<file path="src/rtl/grw_pkg.sv">
// Shared types, command codes and helper functions for the grid robot world sensors unit.
package grw_pkg;

   // Field widths and packed channel widths
   localparam int REQ_W  = 48;   // 46 payload bits padded to whole bytes
   localparam int RSP_W  = 24;   // 18 payload bits padded to whole bytes
   localparam int CFG_W  = 7;
   localparam int CRD_W  = 12;   // walking coordinate, signed
   localparam int DIST_W = 11;   // running scan distance, cm

   // Command codes
   localparam logic [3:0] CMD_OBSTACLE  = 4'd0;
   localparam logic [3:0] CMD_LINE      = 4'd1;
   localparam logic [3:0] CMD_ROBOT     = 4'd2;
   localparam logic [3:0] CMD_TARGET    = 4'd3;
   localparam logic [3:0] CMD_MOVE_TGT  = 4'd4;
   localparam logic [3:0] CMD_STEP      = 4'd5;
   localparam logic [3:0] CMD_ROTATE    = 4'd6;
   localparam logic [3:0] CMD_RAYCAST   = 4'd7;
   localparam logic [3:0] CMD_LINE_SNS  = 4'd8;
   localparam logic [3:0] CMD_TGT_SNS   = 4'd9;

   // Look directions
   localparam logic [1:0] LOOK_LEFT  = 2'd0;
   localparam logic [1:0] LOOK_RIGHT = 2'd2;

   // Register indexes
   localparam logic [0:0] CSR_GRID_WIDTH  = 1'b0;
   localparam logic [0:0] CSR_GRID_HEIGHT = 1'b1;

   localparam logic [2:0] LINE_TAPS   = 3'd5;
   localparam logic [6:0] SENSE_SQ    = 7'd36;
   localparam logic [8:0] SENSE_RANGE = 9'd6;

   // Map access request from the sequencer
   typedef struct packed {
      logic rd_en;
      logic wr_obst;
      logic wr_line;
   } map_req_type;

   // Column step for a heading: north 0, east +1, south 0, west -1
   function automatic logic signed [1:0] dir_col(input logic [1:0] h);
      case (h)
         2'd1:    dir_col = 2'sd1;
         2'd3:    dir_col = -2'sd1;
         default: dir_col = 2'sd0;
      endcase
   endfunction

   // Row step for a heading: north -1, south +1
   function automatic logic signed [1:0] dir_row(input logic [1:0] h);
      case (h)
         2'd0:    dir_row = -2'sd1;
         2'd2:    dir_row = 2'sd1;
         default: dir_row = 2'sd0;
      endcase
   endfunction

   // Square of a value 0..7
   function automatic logic [5:0] sq3(input logic [2:0] v);
      case (v)
         3'd0:    sq3 = 6'd0;
         3'd1:    sq3 = 6'd1;
         3'd2:    sq3 = 6'd4;
         3'd3:    sq3 = 6'd9;
         3'd4:    sq3 = 6'd16;
         3'd5:    sq3 = 6'd25;
         3'd6:    sq3 = 6'd36;
         default: sq3 = 6'd49;
      endcase
   endfunction

endpackage

</file>
<file path="src/rtl/grw_probe.sv">
// Bounds check and map address for one grid coordinate.
module grw_probe #(
   parameter int COL_W = 6,
   parameter int ROW_W = 6
) (
   input  logic signed [grw_pkg::CRD_W-1:0] col,
   input  logic signed [grw_pkg::CRD_W-1:0] row,
   input  logic [grw_pkg::CFG_W-1:0]        cols_used,
   input  logic [grw_pkg::CFG_W-1:0]        rows_used,
   output logic                             on_grid,
   output logic [COL_W+ROW_W-1:0]           addr
);

   logic col_ok, row_ok;

   always_comb begin
      col_ok  = !col[grw_pkg::CRD_W-1] &&
                ($unsigned(col) < grw_pkg::CRD_W'(cols_used));
      row_ok  = !row[grw_pkg::CRD_W-1] &&
                ($unsigned(row) < grw_pkg::CRD_W'(rows_used));
      on_grid = col_ok && row_ok;
      addr    = {row[ROW_W-1:0], col[COL_W-1:0]};
   end

endmodule

</file>
<file path="config.mk">
export PLATFORM = sky130hd
export DESIGN_NAME = grw_probe
export DESIGN_NICKNAME = d
export VERILOG_FILES = /design/src/rtl/grw_pkg.sv /design/src/rtl/grw_probe.sv
export SDC_FILE = /design/constraint.sdc
export NUM_CORES = 1
export LEC_CHECK = 0
export BUFFER_PORTS_ARGS = -buffer_cell sky130_fd_sc_hd__buf_2
export CAP_MARGIN = 25
export CORE_MARGIN = 2
export CORE_UTILIZATION = 25
export DETAILED_ROUTE_END_ITERATION = 12
export GPL_ROUTABILITY_DRIVEN = 0
export PLACE_DENSITY_LB_ADDON = 0.15
export SETUP_SLACK_MARGIN = 0.05
export SLEW_MARGIN = 20
export SYNTH_ARGS = -nofsm -noshare
export SYNTH_HDL_FRONTEND = slang
export SYNTH_SLANG_ARGS = --single-unit
</file>
<file path="constraint.sdc">
create_clock -name vclk -period 1.2
set_input_delay 0.12 -clock vclk [all_inputs]
set_output_delay 0.12 -clock vclk [all_outputs]
set_load 0.02 [all_outputs]
</file>
==> results of run 1 <==
-- per-stage QoR --
stage,hold slack (ps),power (W),worst slack (ps),setup TNS (ps),instance area (sq um)
3_3_place_gp,466,0.000216,-333,-333,686
5_1_grt,475,0.000263,-325,-325,739
2_1_floorplan,353,0.000131,13.9,0,485
4_1_cts,467,0.000233,-300,-300,734
6_report,467,0.000232,-235,-235,739
3_5_place_dp,467,0.000219,-343,-343,686
-- where the power goes --
| part | total (W) | internal, W | switching, W |
|---|---|---|---|
| logic | 0.000232 | 0.000127 | 0.000105 |
| clock network | 0 | 0 | 0 |
| registers | 0 | 0 | 0 |
-- final cells by class --
cell class,count,area share [%]
inverter,12,8.80
tap,16,2.71
multi-input combinational,32,45.5
timing repair buffer,53,43.0
-- worst max path at each step --
stage,end,slack [ps],cells after the start
3_3_place_gp,on_grid,-330,8
3_5_place_dp,on_grid,-340,8
4_1_cts,on_grid,-300,8
5_1_grt,on_grid,-330,8
6_report,on_grid,-240,8
2_1_floorplan,on_grid,10,6
-- critical path: stages --
cell and delay (ps):
buf_8 90, inv_12 30, ha_4 230, and4b_1 190
o21ai_1 60, or3_1 320, o211a_4 150, buf_6 130
-- layer usage --
layer	routed length, um	up-vias	global-route usage, %	part of all wire (%)
met5	0	-	0	0
met4	0	0	0	0
met3	105	0	0	10
met2	528	27	22.6	51
met1	401	190	10.8	39
li1	-	267	-	-
-- cells in the final DEF (no fill, tap or decap) --
cell and n:
a2111oi_1 1, a211oi_1 1, a21o_1 1, a21oi_1 2
and4b_1 1, buf_2 44, buf_4 2, buf_6 6
buf_8 1, ha_1 9, ha_4 3, inv_1 9
inv_12 1, inv_4 1, inv_6 1, nand2b_1 2
nand3_1 1, nor3_1 1, nor3_2 1, nor3b_1 2
nor4_1 3, o2111ai_1 1, o211a_4 1, o21ai_1 1
or3_1 1
-- timing repair --
item	in CTS	in global routing
hold buffers	0	0
pin swaps	3	2
resized for setup	12	2
setup endpoints to repair	1	1
-- cells by family (layout without fill, tap and decap cells) --
kind of cell	count (synthesis)	after routing	synth area share, %
buffers and inverters	24	65	32.1
adder cells (fa/ha/maj)	12	12	35.7
AND/OR/NAND/NOR	12	12	18.5
AO/OA/AOI/OAI	8	8	13.7
==> impl_metrics.tcl, run 1 <==
set metrics [dict create \
    power_leakage_nw 0.424 \
    seq_cells 0 \
    cts_setup_buffers 0 \
    die-area_sq_um 2030 \
    yosysUniqueCellTypes 17 \
    setup_viol 1 \
    finalCritPeriodShare_pct 120 \
    startpoint "cols_used[4]" \
    synth_area_sq_um 420 \
    peakVddDrop_uv 119 \
    syn_inst 56 \
    avgSynthCellArea_sq_um 7.51 \
    seq_area_sq_um 0 \
    critPathLaunchType "primary input" \
    antenna_cells 0 \
    clockBufferCount 0 \
    critical_path_class "primary input to output pin" \
    antenna_left 0 \
    clock.fmax_mhz 697 \
    hold_viol 0 \
    drtIter0Drc 13 \
    final_cell_count_no_fill 113 \
    via_per_inst 4.28 \
    detail_route.wirelength_mm 1.04 \
    power.density_nw_per_um2 314 \
    io_buffers 51 \
    multi_input_area_sq_um 337 \
    wl_per_cell_um 9.16 \
    synth_area_leaders "ha_1 (36%), buf_4 (21%), inv_1 (11%)" \
    die_h_um 45.0 \
    dr.pass1.iters 4 \
    dp_hpwl_um 951 \
    start_util_pct 27.3 \
    rsz0062_at_grt "yes" \
    synth_nets 106 \
    failed_checks "setup timing" \
    hp-start "row[0]" \
    antenna_found_initial 0 \
    dr_total_vias 484 \
    post-place-cells 113 \
    drcViolationCount 0 \
    grt_max_degree 4 \
    area_growth_pct 75.9 \
    post-route-min-period_ps 1440 \
    crit_arrival_ps 1320 \
    yosys-top-cells-count "buf_4 (12), ha_1 (12), inv_1 (12)" \
    fin_nets 149 \
    grt_pass1_wl_mm 1.66 \
    finish.utilization_pct 48.0 \
    end_kind "output pin" \
    grt_pass1_vias 456 \
    ys_warn_count 0 \
    grt_overflow 0 \
    cp_data_required_time_ps 1080 \
    io_pins 51 \
    maxSlewViolCount 0 \
    slew_headroom_pct 79.5 \
    whs_endpoint "addr[6]" \
    min_path_type "primary input to output pin" \
    yosys.area.top_type "ha_1" \
    die_w_um 45.0 \
    row_count 14 \
    drive_above_1_share_pct 62.9 \
    worstMarginPinSlew_ps 307 \
    worst_hold_path.num_cells 2 \
    setup_ws_ps -235 \
    status "finished, violations left" \
    cp_max_fo 1 \
    ys_seq_area_share_pct 0 \
    coreArea_sq_um 1540 \
    nFillCells 156 \
    maxCapViolCount 0 \
    grt_use_total_pct 10.2 \
    yosys.area.top_type_share_pct 35.7 \
]
Power figures use the tool's default switching activity.
==> run 2, diff against run 1 <==
- ABC_AREA: default -> 1
- clock period: 1.2 -> 1.65 ns (I/O delays scaled with it)
==> impl_metrics.tcl, run 2 <==
set metrics [dict create \
    status "finished clean" \
    setup_viol 0 \
    routed.top_layer "met3" \
    cts_hold_buf 0 \
    power_leakage_nw 0.500 \
    area_growth_pct 39.1 \
    maxCapViolCount 0 \
    grt_use_total_pct 7.43 \
    tns_ps 0 \
    path_cells "buf_2, ha_1, nand2_1, nor3_1, nand3_1, a21oi_1, nor2_1, buf_2" \
    drcViolationCount 0 \
    fin_nets 182 \
    dr_total_vias 572 \
    post-route-min-period_ps 1350 \
    grt_pass1_wl_mm 1.59 \
    ys_seq_area_share_pct 0 \
    cp_max_fo 2 \
    end_kind "output pin" \
    die_h_um 49.1 \
    yosys.area.top_type_share_pct 29.5 \
    layout_common_cells "buf_2 (51), nand2_1 (24), inv_1 (23)" \
    crit_buf_inv 2 \
    worstMarginPinSlew_ps 175 \
    worst_hold_path.num_cells 2 \
    whs_endpoint "addr[6]" \
    critical_path_class "primary input to output pin" \
    min_path_type "primary input to output pin" \
    synth_nets 141 \
    syn_inst 91 \
    setup_ws_ps 304 \
    power.density_nw_per_um2 213 \
    io_buffers 51 \
    grt_pass1_vias 444 \
    synth_area_leaders "ha_1 (29%), buf_4 (18%), nand2_1 (18%)" \
    layout_commonest_cell "buf_2" \
    wl_per_cell_um 5.98 \
    grt_overflow 0 \
    cp_slowest_cell "ha_1" \
    cp_data_required_time_ps 1480 \
    post-place-cells 157 \
    crit_arrival_ps 1180 \
    antenna_cells 0 \
    wl_met1_um 401 \
    grt_max_degree 4 \
    met3_length_um 118 \
    slew_headroom_pct 88.3 \
    path_common_cell "buf_2" \
    die-area_sq_um 2410 \
    die_w_um 49.1 \
    antenna_left 0 \
    detail_route.wirelength_um 939 \
    hold_viol 0 \
    critPathLaunchType "primary input" \
    yosys.area.top_type "ha_1" \
    seq_area_sq_um 0 \
    dp_hpwl_um 929 \
    dp_slack_ps 288 \
    coreArea_sq_um 1940 \
    dr.pass1.iters 2 \
    nFillCells 226 \
    synth_area_sq_um 509 \
    clockBufferCount 0 \
    yosys-top-cells-count "nand2_1 (24), inv_1 (23), buf_4 (12), ha_1 (12), nor2_1 (10)" \
    hp-start "row[0]" \
    yosysMostFrequentCell "nand2_1" \
    crit_path_max_incr_delay_ps 280 \
    cp_num_cells 8 \
    final_area_sq_um 708 \
    start_util_pct 26.2 \
    placed_cell_area_sq_um 708 \
    multi_input_area_sq_um 333 \
    drive_above_1_share_pct 41.5 \
    seq_cells 0 \
    met2WireLength_um 418 \
    finalCritPeriodShare_pct 81.6 \
    final_cell_count_no_fill 157 \
    antenna_found_initial 0 \
    avgSynthCellArea_sq_um 5.60 \
    fin_hold_ws_ps 563 \
    crit_family "simple AND/OR/NAND/NOR gates" \
    clock.fmax_mhz 743 \
    drtIter0Drc 1 \
    peakVddDrop_uv 82.0 \
    cts_setup_buffers 0 \
    yosysUniqueCellTypes 11 \
    io_pins 51 \
    maxSlewViolCount 0 \
    row_count 16 \
    via_per_inst 3.64 \
    ys_warn_count 0 \
    rsz0062_at_grt "no" \
    ctsResizeCount 0 \
]
## run 2: logic make-up (layout without fill, tap and decap cells)
logic type / after synthesis / count (layout) / share of synthesized area (%)
simple gates: 41 / 41 / 32.9
fa+ha+maj: 12 / 12 / 29.5
compound gates: 3 / 3 / 2.95
buf+inv: 35 / 74 / 34.6
## run 2: how the worst max path moves through the flow
stage / startpoint / to / slack (ps)
after floorplan: rows_used[5] / on_grid / 410
after global placement: row[5] / on_grid / 300
after detailed placement: cols_used[6] / on_grid / 290
after CTS: cols_used[6] / on_grid / 280
after global routing: rows_used[6] / on_grid / 160
final: col[5] / on_grid / 300
## run 2: cell type report
| type | count | share of cell area [%] |
|---|---|---|
| multi-input combinational | 56 | 47.0 |
| timing repair buffer | 51 | 36.0 |
| inverter | 23 | 12.2 |
| tap | 27 | 4.77 |
## run 2: stage by stage
step | util [%] | power, W
after floorplan | - | 0.000103
after global placement | 36.5 | 0.000153
after detailed placement | 36.5 | 0.000154
after CTS | 36.5 | 0.000154
after global routing | 36.5 | 0.000177
final | 36.5 | 0.000151
## run 2: per-layer routing
metal,vias up,track usage (%)
li1,335,-
met1,210,10.7
met2,27,12.8
met3,0,0.307
met4,0,0
met5,-,0
## run 2: report_power, final
group	switching, W	total (W)	leakage (nW)	internal, W
clock	0	0	0	0
combinational	0.0000781	0.000151	0.500	0.0000726
sequential	0	0	0	0
total	0.0000781	0.000151	0.500	0.0000726
